## config.mk

```make
export PLATFORM = sky130hd
export DESIGN_NAME = trapezoidal_speed_profile_gen_flat
export DESIGN_NICKNAME = d
export VERILOG_FILES = /design/src/rtl/core/tsp_pkg.sv /design/src/rtl/core/tsp_req_if.sv /design/src/rtl/core/tsp_res_if.sv /design/src/rtl/core/trapezoidal_speed_profile_gen.sv /design/src/rtl/core/tsp_ram.sv /design/src/rtl/core/tsp_sqrt.sv /design/src/flat_wrapper.sv
export VERILOG_INCLUDE_DIRS = /design/src /design/src/rtl/core
export SDC_FILE = /design/constraint.sdc
export NUM_CORES = 2
export LEC_CHECK = 0
export BUFFER_PORTS_ARGS = -buffer_cell sky130_fd_sc_hd__clkbuf_2
export CORE_MARGIN = 1.5
export CORE_UTILIZATION = 69
export DETAILED_ROUTE_END_ITERATION = 8
export PLACE_DENSITY_LB_ADDON = 0.2
export SETUP_SLACK_MARGIN = 0.15
export SLEW_MARGIN = 20
export SYNTH_ARGS = -nofsm -noshare
export SYNTH_HDL_FRONTEND = slang
export SYNTH_HIERARCHICAL = 1
export SYNTH_SLANG_ARGS = --single-unit
```

## constraint.sdc

```tcl
create_clock -name clk -period 11.73 [get_ports clk]
set_input_delay 0 -clock clk [delete_from_list [all_inputs] [get_ports clk]]
set_output_delay 0 -clock clk [all_outputs]
set_load 0.1 [all_outputs]
```

## src/rtl/core/trapezoidal_speed_profile_gen_assert.svh

```systemverilog
// Assertion macros for the trapezoidal speed profile generator.
`ifndef TRAPEZOIDAL_SPEED_PROFILE_GEN_ASSERT_SVH
`define TRAPEZOIDAL_SPEED_PROFILE_GEN_ASSERT_SVH
`ifndef SYNTH
`define TSP_ASSERT_IMPLY(label, clk, rst_n, ante, cons) \
    label: assert property (@(posedge clk) disable iff (!rst_n) (ante) |-> (cons)) \
        else $error("speed profile assertion failed");
`define TSP_ASSERT_NEXT(label, clk, rst_n, ante, cons) \
    label: assert property (@(posedge clk) disable iff (!rst_n) (ante) |=> (cons)) \
        else $error("speed profile assertion failed");
`else
`define TSP_ASSERT_IMPLY(label, clk, rst_n, ante, cons)
`define TSP_ASSERT_NEXT(label, clk, rst_n, ante, cons)
`endif
`endif

```

## src/rtl/core/tsp_pkg.sv

```systemverilog
// Package with widths, codes and types of the trapezoidal speed profile generator.
`timescale 1ns / 1ps
package tsp_pkg;

    localparam int SPD_W      = 16;
    localparam int LEN_W      = 7;
    localparam int IDX_W      = 6;
    localparam int CFG_IDX_W  = 2;
    localparam int SQ_W       = 34;
    localparam int ROOT_W     = 17;
    localparam int REM_W      = 19;
    localparam int ACC_W      = 21;
    localparam int CNT_W      = 5;
    localparam int RATE_SHIFT = 9;

    localparam logic [SPD_W-1:0] SPEED_CEIL_RST = 16'd512;
    localparam logic [SPD_W-1:0] END_SPEED_RST  = 16'd154;
    localparam logic [SPD_W-1:0] ACCEL_RATE_RST = 16'd256;
    localparam logic [SPD_W-1:0] DECEL_RATE_RST = 16'd256;

    typedef enum logic [CFG_IDX_W-1:0] {
        CFG_SPEED_CEIL = 2'd0,
        CFG_END_SPEED  = 2'd1,
        CFG_ACCEL_RATE = 2'd2,
        CFG_DECEL_RATE = 2'd3
    } tsp_cfg_idx_t;

    typedef enum logic [3:0] {
        ST_IDLE,
        ST_INIT,
        ST_SQUARE,
        ST_ROOT_GO,
        ST_ROOT_WAIT,
        ST_UPDATE,
        ST_SET_END,
        ST_EMIT_RD,
        ST_EMIT_LD,
        ST_EMIT_OUT
    } tsp_state_t;

    typedef enum logic [1:0] {
        PASS_FWD_CAP,
        PASS_BWD,
        PASS_FWD
    } tsp_pass_t;

    typedef struct packed {
        logic busy;
        logic done;
    } tsp_root_status_t;

endpackage

```

## src/rtl/core/tsp_req_if.sv

```systemverilog
// Request channel interface carrying the path length.
`timescale 1ns / 1ps
interface tsp_req_if
    import tsp_pkg::*;
();
    logic             valid;
    logic             ready;
    logic [LEN_W-1:0] path_length;

    modport source (output valid, output path_length, input ready);
    modport sink (input valid, input path_length, output ready);
endinterface

```

## src/rtl/core/tsp_res_if.sv

```systemverilog
// Result channel interface carrying one profile point.
`timescale 1ns / 1ps
interface tsp_res_if
    import tsp_pkg::*;
();
    logic             valid;
    logic             ready;
    logic [SPD_W-1:0] speed;
    logic [IDX_W-1:0] point_index;
    logic             last;

    modport source (output valid, output speed, output point_index, output last, input ready);
    modport sink (input valid, input speed, input point_index, input last, output ready);
endinterface

```

## src/rtl/core/trapezoidal_speed_profile_gen.sv

```systemverilog
// Trapezoidal speed profile generator: three passes over a profile memory, then emission.
// Each profile point in each pass waits on the 17-step square root unit.
// The first result is offered once all three passes are done for the accepted request.
// Results then leave one at a time, the next only after the sink took the last; the next request waits.
// Reset clears the sequencer and loads the register defaults; the memory is not cleared.
`timescale 1ns / 1ps
`include "trapezoidal_speed_profile_gen_assert.svh"
module trapezoidal_speed_profile_gen
    import tsp_pkg::*;
#(
    parameter int MAX_POINTS = 64
) (
    input  logic                 clk,
    input  logic                 rst_n,
    input  logic                 cfg_we,
    input  logic [CFG_IDX_W-1:0] cfg_index,
    input  logic [SPD_W-1:0]     cfg_data,
    tsp_req_if.sink              req,
    tsp_res_if.source            res
);

    localparam int AW = $clog2(MAX_POINTS);
    localparam logic [AW-1:0] LAST_MAX = AW'(MAX_POINTS - 1);

    logic [SPD_W-1:0] speed_ceil_reg;
    logic [SPD_W-1:0] end_speed_reg;
    logic [SPD_W-1:0] accel_rate_reg;
    logic [SPD_W-1:0] decel_rate_reg;

    tsp_state_t        state_reg, state_next;
    tsp_pass_t         pass_reg, pass_next;
    logic [AW-1:0]     last_idx_reg, last_idx_next;
    logic [AW-1:0]     i_reg, i_next;
    logic [SPD_W-1:0]  cur_reg, cur_next;
    logic [2*SPD_W-1:0] sq_reg, sq_next;
    logic              out_valid_reg, out_valid_next;
    logic [SPD_W-1:0]  out_speed_reg, out_speed_next;
    logic [AW-1:0]     out_idx_reg, out_idx_next;
    logic              out_last_reg, out_last_next;

    logic [AW-1:0]     len_last;
    logic [AW-1:0]     step_addr;
    logic [SPD_W-1:0]  rate_sel;
    logic [SPD_W-1:0]  bound;
    logic [SPD_W-1:0]  new_val;
    logic [SQ_W-1:0]   root_operand;

    logic              ram_we;
    logic [AW-1:0]     ram_waddr;
    logic [SPD_W-1:0]  ram_wdata;
    logic              ram_re;
    logic [AW-1:0]     ram_raddr;
    logic [SPD_W-1:0]  ram_rd_data;

    logic              root_start;
    tsp_root_status_t  root_status;
    logic [SPD_W-1:0]  root_val;

    tsp_ram #(
        .WIDTH (SPD_W),
        .DEPTH (MAX_POINTS)
    ) u_profile_ram (
        .clk     (clk),
        .we      (ram_we),
        .wr_addr (ram_waddr),
        .wr_data (ram_wdata),
        .re      (ram_re),
        .rd_addr (ram_raddr),
        .rd_data (ram_rd_data)
    );

    tsp_sqrt u_sqrt (
        .clk     (clk),
        .rst_n   (rst_n),
        .start   (root_start),
        .operand (root_operand),
        .status  (root_status),
        .root    (root_val)
    );

    always_ff @(posedge clk or negedge rst_n)
    begin
        if (!rst_n)
        begin
            speed_ceil_reg <= SPEED_CEIL_RST;
            end_speed_reg  <= END_SPEED_RST;
            accel_rate_reg <= ACCEL_RATE_RST;
            decel_rate_reg <= DECEL_RATE_RST;
        end
        else if (cfg_we)
        begin
            unique case (tsp_cfg_idx_t'(cfg_index))
                CFG_SPEED_CEIL: speed_ceil_reg <= cfg_data;
                CFG_END_SPEED:  end_speed_reg  <= cfg_data;
                CFG_ACCEL_RATE: accel_rate_reg <= cfg_data;
                CFG_DECEL_RATE: decel_rate_reg <= cfg_data;
                default: ;
            endcase
        end
    end

    always_comb
    begin
        if (req.path_length == '0)
        begin
            len_last = '0;
        end
        else if (req.path_length > LEN_W'(MAX_POINTS))
        begin
            len_last = LAST_MAX;
        end
        else
        begin
            len_last = AW'(req.path_length - LEN_W'(1));
        end
    end

    assign step_addr    = (pass_reg == PASS_BWD) ? (i_reg - AW'(1)) : i_reg;
    assign rate_sel     = (pass_reg == PASS_BWD) ? decel_rate_reg : accel_rate_reg;
    assign root_operand = SQ_W'(sq_reg) + (SQ_W'(rate_sel) << RATE_SHIFT);
    assign bound        = (pass_reg == PASS_FWD_CAP) ? speed_ceil_reg : ram_rd_data;
    assign new_val      = (root_val < bound) ? root_val : bound;

    always_comb
    begin
        state_next     = state_reg;
        pass_next      = pass_reg;
        last_idx_next  = last_idx_reg;
        i_next         = i_reg;
        cur_next       = cur_reg;
        sq_next        = sq_reg;
        out_valid_next = out_valid_reg;
        out_speed_next = out_speed_reg;
        out_idx_next   = out_idx_reg;
        out_last_next  = out_last_reg;
        ram_we         = 1'b0;
        ram_waddr      = step_addr;
        ram_wdata      = new_val;
        ram_re         = 1'b0;
        ram_raddr      = step_addr;
        root_start     = 1'b0;
        unique case (state_reg)
            ST_IDLE:
            begin
                if (req.valid)
                begin
                    last_idx_next = len_last;
                    state_next    = ST_INIT;
                end
            end
            ST_INIT:
            begin
                ram_we    = 1'b1;
                ram_waddr = '0;
                ram_wdata = '0;
                cur_next  = '0;
                i_next    = AW'(1);
                pass_next = PASS_FWD_CAP;
                state_next = (last_idx_reg == '0) ? ST_SET_END : ST_SQUARE;
            end
            ST_SQUARE:
            begin
                sq_next    = (2*SPD_W)'(cur_reg) * (2*SPD_W)'(cur_reg);
                ram_re     = 1'b1;
                state_next = ST_ROOT_GO;
            end
            ST_ROOT_GO:
            begin
                root_start = 1'b1;
                state_next = ST_ROOT_WAIT;
            end
            ST_ROOT_WAIT:
            begin
                if (root_status.done)
                begin
                    state_next = ST_UPDATE;
                end
            end
            ST_UPDATE:
            begin
                ram_we   = 1'b1;
                cur_next = new_val;
                if (pass_reg == PASS_BWD)
                begin
                    if (i_reg == AW'(1))
                    begin
                        pass_next  = PASS_FWD;
                        state_next = ST_SQUARE;
                    end
                    else
                    begin
                        i_next     = i_reg - AW'(1);
                        state_next = ST_SQUARE;
                    end
                end
                else if (i_reg == last_idx_reg)
                begin
                    if (pass_reg == PASS_FWD_CAP)
                    begin
                        state_next = ST_SET_END;
                    end
                    else
                    begin
                        i_next     = '0;
                        state_next = ST_EMIT_RD;
                    end
                end
                else
                begin
                    i_next     = i_reg + AW'(1);
                    state_next = ST_SQUARE;
                end
            end
            ST_SET_END:
            begin
                ram_we    = 1'b1;
                ram_waddr = last_idx_reg;
                ram_wdata = end_speed_reg;
                cur_next  = end_speed_reg;
                if (last_idx_reg == '0)
                begin
                    i_next     = '0;
                    state_next = ST_EMIT_RD;
                end
                else
                begin
                    pass_next  = PASS_BWD;
                    i_next     = last_idx_reg;
                    state_next = ST_SQUARE;
                end
            end
            ST_EMIT_RD:
            begin
                ram_re     = 1'b1;
                ram_raddr  = i_reg;
                state_next = ST_EMIT_LD;
            end
            ST_EMIT_LD:
            begin
                out_valid_next = 1'b1;
                out_speed_next = ram_rd_data;
                out_idx_next   = i_reg;
                out_last_next  = (i_reg == last_idx_reg);
                state_next     = ST_EMIT_OUT;
            end
            ST_EMIT_OUT:
            begin
                if (res.ready)
                begin
                    out_valid_next = 1'b0;
                    if (i_reg == last_idx_reg)
                    begin
                        state_next = ST_IDLE;
                    end
                    else
                    begin
                        i_next     = i_reg + AW'(1);
                        state_next = ST_EMIT_RD;
                    end
                end
            end
            default:
            begin
                state_next = ST_IDLE;
            end
        endcase
    end

    always_ff @(posedge clk or negedge rst_n)
    begin
        if (!rst_n)
        begin
            state_reg     <= ST_IDLE;
            pass_reg      <= PASS_FWD_CAP;
            last_idx_reg  <= '0;
            i_reg         <= '0;
            out_valid_reg <= 1'b0;
        end
        else
        begin
            state_reg     <= state_next;
            pass_reg      <= pass_next;
            last_idx_reg  <= last_idx_next;
            i_reg         <= i_next;
            out_valid_reg <= out_valid_next;
        end
    end

    always_ff @(posedge clk)
    begin
        cur_reg       <= cur_next;
        sq_reg        <= sq_next;
        out_speed_reg <= out_speed_next;
        out_idx_reg   <= out_idx_next;
        out_last_reg  <= out_last_next;
    end

    assign req.ready       = (state_reg == ST_IDLE);
    assign res.valid       = out_valid_reg;
    assign res.speed       = out_speed_reg;
    assign res.point_index = IDX_W'(out_idx_reg);
    assign res.last        = out_last_reg;

    // A new transaction is never taken while a result is still on offer.
    `TSP_ASSERT_IMPLY(a_no_req_while_res, clk, rst_n, req.valid && req.ready, !res.valid)
    // The square root unit only runs while the sequencer waits for it.
    `TSP_ASSERT_IMPLY(a_root_busy_wait, clk, rst_n, root_status.busy, state_reg == ST_ROOT_WAIT)
    // Delivering the final point returns the sequencer to idle.
    `TSP_ASSERT_NEXT(a_last_to_idle, clk, rst_n, res.valid && res.ready && res.last,
                     state_reg == ST_IDLE)

endmodule

```

## src/rtl/core/tsp_ram.sv

```systemverilog
// Generic single-write, single-read synchronous RAM with registered read data.
`timescale 1ns / 1ps
module tsp_ram #(
    parameter int WIDTH = 16,
    parameter int DEPTH = 64
) (
    input  logic                     clk,
    input  logic                     we,
    input  logic [$clog2(DEPTH)-1:0] wr_addr,
    input  logic [WIDTH-1:0]         wr_data,
    input  logic                     re,
    input  logic [$clog2(DEPTH)-1:0] rd_addr,
    output logic [WIDTH-1:0]         rd_data
);

    logic [WIDTH-1:0] mem [DEPTH];
    logic [WIDTH-1:0] rd_data_reg;

    always_ff @(posedge clk)
    begin
        if (we)
        begin
            mem[wr_addr] <= wr_data;
        end
        if (re)
        begin
            rd_data_reg <= mem[rd_addr];
        end
    end

    assign rd_data = rd_data_reg;

endmodule

```

## src/rtl/core/tsp_sqrt.sv

```systemverilog
// Iterative integer square root, two operand bits per cycle, saturated to 16 bits.
`timescale 1ns / 1ps
module tsp_sqrt
    import tsp_pkg::*;
(
    input  logic             clk,
    input  logic             rst_n,
    input  logic             start,
    input  logic [SQ_W-1:0]  operand,
    output tsp_root_status_t status,
    output logic [SPD_W-1:0] root
);

    logic [SQ_W-1:0]   op_reg, op_next;
    logic [REM_W-1:0]  rem_reg, rem_next;
    logic [ROOT_W-1:0] root_reg, root_next;
    logic [CNT_W-1:0]  cnt_reg, cnt_next;
    logic              busy_reg, busy_next;
    logic              done_reg, done_next;
    logic [ACC_W-1:0]  acc;
    logic [ACC_W-1:0]  trial;
    logic [ACC_W-1:0]  diff;

    always_comb
    begin
        acc       = {rem_reg, op_reg[SQ_W-1 -: 2]};
        trial     = {2'b00, root_reg, 2'b01};
        diff      = acc - trial;
        op_next   = op_reg;
        rem_next  = rem_reg;
        root_next = root_reg;
        cnt_next  = cnt_reg;
        busy_next = busy_reg;
        done_next = 1'b0;
        if (start)
        begin
            op_next   = operand;
            rem_next  = '0;
            root_next = '0;
            cnt_next  = CNT_W'(ROOT_W);
            busy_next = 1'b1;
        end
        else if (busy_reg)
        begin
            op_next  = op_reg << 2;
            cnt_next = cnt_reg - 1'b1;
            if (acc >= trial)
            begin
                rem_next  = diff[REM_W-1:0];
                root_next = {root_reg[ROOT_W-2:0], 1'b1};
            end
            else
            begin
                rem_next  = acc[REM_W-1:0];
                root_next = {root_reg[ROOT_W-2:0], 1'b0};
            end
            if (cnt_reg == CNT_W'(1))
            begin
                busy_next = 1'b0;
                done_next = 1'b1;
            end
        end
    end

    always_ff @(posedge clk or negedge rst_n)
    begin
        if (!rst_n)
        begin
            cnt_reg  <= '0;
            busy_reg <= 1'b0;
            done_reg <= 1'b0;
        end
        else
        begin
            cnt_reg  <= cnt_next;
            busy_reg <= busy_next;
            done_reg <= done_next;
        end
    end

    always_ff @(posedge clk)
    begin
        op_reg   <= op_next;
        rem_reg  <= rem_next;
        root_reg <= root_next;
    end

    assign status.busy = busy_reg;
    assign status.done = done_reg;
    assign root        = root_reg[ROOT_W-1] ? {SPD_W{1'b1}} : root_reg[SPD_W-1:0];

endmodule
```

## src/flat_wrapper.sv

```systemverilog
// flat-port wrapper written by rule: the top's interface ports become plain ports
module trapezoidal_speed_profile_gen_flat import tsp_pkg::*;
#(
    parameter int MAX_POINTS = 64
)
  (clk, rst_n, cfg_we, cfg_index, cfg_data, req_valid, req_path_length, req_ready, res_valid, res_speed, res_point_index, res_last, res_ready);
  tsp_req_if req_i ();
  tsp_res_if res_i ();
  input  logic clk;
  input  logic rst_n;
  input  logic cfg_we;
  input  logic [CFG_IDX_W-1:0] cfg_index;
  input  logic [SPD_W-1:0] cfg_data;
  input wire logic [$bits(req_i.valid)-1:0] req_valid;
  input wire logic [$bits(req_i.path_length)-1:0] req_path_length;
  output wire logic [$bits(req_i.ready)-1:0] req_ready;
  output wire logic [$bits(res_i.valid)-1:0] res_valid;
  output wire logic [$bits(res_i.speed)-1:0] res_speed;
  output wire logic [$bits(res_i.point_index)-1:0] res_point_index;
  output wire logic [$bits(res_i.last)-1:0] res_last;
  input wire logic [$bits(res_i.ready)-1:0] res_ready;
  assign req_i.valid = req_valid;
  assign req_i.path_length = req_path_length;
  assign req_ready = req_i.ready;
  assign res_valid = res_i.valid;
  assign res_speed = res_i.speed;
  assign res_point_index = res_i.point_index;
  assign res_last = res_i.last;
  assign res_i.ready = res_ready;
  trapezoidal_speed_profile_gen #(.MAX_POINTS(MAX_POINTS)) u_core (.clk(clk), .rst_n(rst_n), .cfg_we(cfg_we), .cfg_index(cfg_index), .cfg_data(cfg_data), .req(req_i), .res(res_i));
endmodule
```

==> impl_metrics.toml <==
[sta]
finalSetupTns_ns = 0
hold_viol = 0
period_needed_ns = 6.52
skew_ns = 0.0392
slew_headroom_pct = 23.7
rsz0062_at_grt = "false"
report.final.slew_viol_count = 0
worst_slack_ns = 5.21
clock.fmax_mhz = 153
fin_crit_sh_pct = 55.6
tightest_slew_ns = 1.13
finalSetupViolCount = 0

[drt]
vias = 35900
via_per_inst = 6.73
wl_um = 152000
dr.pass1.iters = 6
drtAntennaViolNets = 0
first_iter_violations = 4988
drc = 0
wl_per_cell_um = 28.6

[layout]
fillerInstances = 4756
utilization_pct = 77.0
multi_input_area_um2 = 21100
final_nets = 4431
register_area_um2 = 37300
fin_area_um2 = 66900
layout-drive-gt1-share_pct = 18.4
largest_reg_flops = 1024
area_growth_pct = 10.4

[global_route]
grt_pass1_wl_um = 227000
gr-total-overflow = 0
grt_use_total_pct = 34.8
grt_pass1_vias = 35800
antenna_found_initial = 8
grt_max_degree = 121

[synth]
avgSynthCellArea_um2 = 15.4
synthCells = 3924
netlist_area_um2 = 60600
yosysWarnings = 6

[place]
preCtsSetupSlack_ns = 5.27
numPortBuffers = 54
dpl_cell_area_um2 = 62300
gp_congestion = 0.911
dp_hpwl_um = 91600

[worst_setup_path]
startpoint = "u_core/cur_reg[12]$_DFFE_PP_"
r2r_end = "u_core/sq_reg[31]$_DFFE_PP_"
r2r_cells = 17
reg2reg_from = "u_core/cur_reg[12]$_DFFE_PP_"
ff2ff_setup_slack_ns = 5.21
end_kind = "flip-flop"
crit_path_start_kind = "flip-flop"
arrival_ns = 7.00
cp.required_ns = 12.21
crit_path_max_fanout = 17
criticalPathCategory = "reg2reg"

[floorplanning]
start_util_pct = 69.7
io-pin-count = 55
row_count = 108
die_h_um = 299
dieArea_um2 = 89600
core_um2 = 86900
die_width_um = 299

[clock_tree]
clk_latency_ns = 0.76
clk_pin_slew_ns = 0.06
cts_tree = "done"
clock-root-buffer = "clkbuf_16"
cts.sinks = 1270
cts_max_level = 4
cts_buffers = 130
cts_resized = 0
cts_buffer_depth = 3

[min_path]
min_path_cells = 3
whs_endpoint = "u_core/decel_rate_reg[6]$_DFFE_PN0P_"
min_path_type = "in2reg"
worstHoldStart = "cfg_data[6]"

[status]
outcome = "finished, final reports clean"

[flow_run]
maxCapViolCount = 0
[critical path: stages (launching register included)]
cell and delay, ns:
edfxtp_1 0.79, nand2_1 0.24, fa_1 0.59, inv_1 0.05, fa_1 0.46, fa_1 0.51, fa_1 0.55, fa_1 0.55
inv_1 0.05, fa_1 0.54, inv_1 0.05, ha_1 0.39, a21oi_1 0.24, nand3_1 0.18, a211oi_1 0.35, o21ai_0 0.16
a221oi_1 0.39, xnor2_1 0.12
[layout by cell type (no fill, tap or decap), types with 35 or more instances in the layout]
master / instances
mux2_2: 127
o21ai_0: 76
dlygate4sd3_1: 44
clkbuf_16: 132
ha_1: 157
a21oi_1: 112
clkbuf_2: 53
mux2i_1: 126
o311ai_0: 35
nand2_1: 288
nor2_1: 150
fa_1: 165
nor2b_1: 45
mux4_2: 220
nand3_1: 81
xnor2_1: 65
a22oi_1: 41
and2_1: 52
inv_1: 312
dfrtp_1: 83
edfxtp_1: 1144
buf_4: 114
dfxtp_1: 36
[what timing repair did]
action | CTS | global route
hold buffers | 45 | 0
buffers inserted | 0 | 0
hold endpoints to repair | 162 | 0
[layout make-up]
| class | instances | area share (%) |
|---|---|---|
| flip-flops and latches | 1270 | 55.8 |
| multi-input cells | 2148 | 31.6 |
| clock buffers | 164 | 5.13 |
| repair buffers | 216 | 2.48 |
| well taps | 1155 | 2.16 |
| inverters | 313 | 1.76 |
| clock inverters | 70 | 1.11 |
| diodes | 2 | 0.00748 |
[stage by stage]
| stage | instances | hold slack [ns] |
|---|---|---|
| detailed placement | 5057 | -0.00487 |
| CTS | 5336 | 0.0687 |
| global placement | 5057 | 0.00209 |
| global route | 5336 | 0.0987 |
| floorplan | 3925 | -0.296 |
| finish | 5338 | 0.0900 |
[layer usage]
metal / up-vias / routed length, um / global-route usage [%]
li1: 15100 / - / -
met1: 18100 / 55500 / 47.1
met2: 2273 / 73600 / 55.0
met3: 441 / 14200 / 5.94
met4: 8 / 9070 / 19.0
met5: - / 62 / 0
[how the worst max path moves through the flow]
| stage | depth (start not counted) | end | slack (ns) |
|---|---|---|---|
| floorplan | 21 | u_core/sq_reg[29]$_DFFE_PP_ | 5.59 |
| global placement | 21 | u_core/sq_reg[21]$_DFFE_PP_ | 5.32 |
| detailed placement | 18 | u_core/sq_reg[31]$_DFFE_PP_ | 5.27 |
| CTS | 18 | u_core/sq_reg[24]$_DFFE_PP_ | 5.22 |
| global route | 20 | u_core/sq_reg[28]$_DFFE_PP_ | 4.79 |
| finish | 17 | u_core/sq_reg[31]$_DFFE_PP_ | 5.21 |
Power is left out: the tool's default activity adds up to more than one toggle a clock period on the data nets, which glitch-free logic cannot reach.
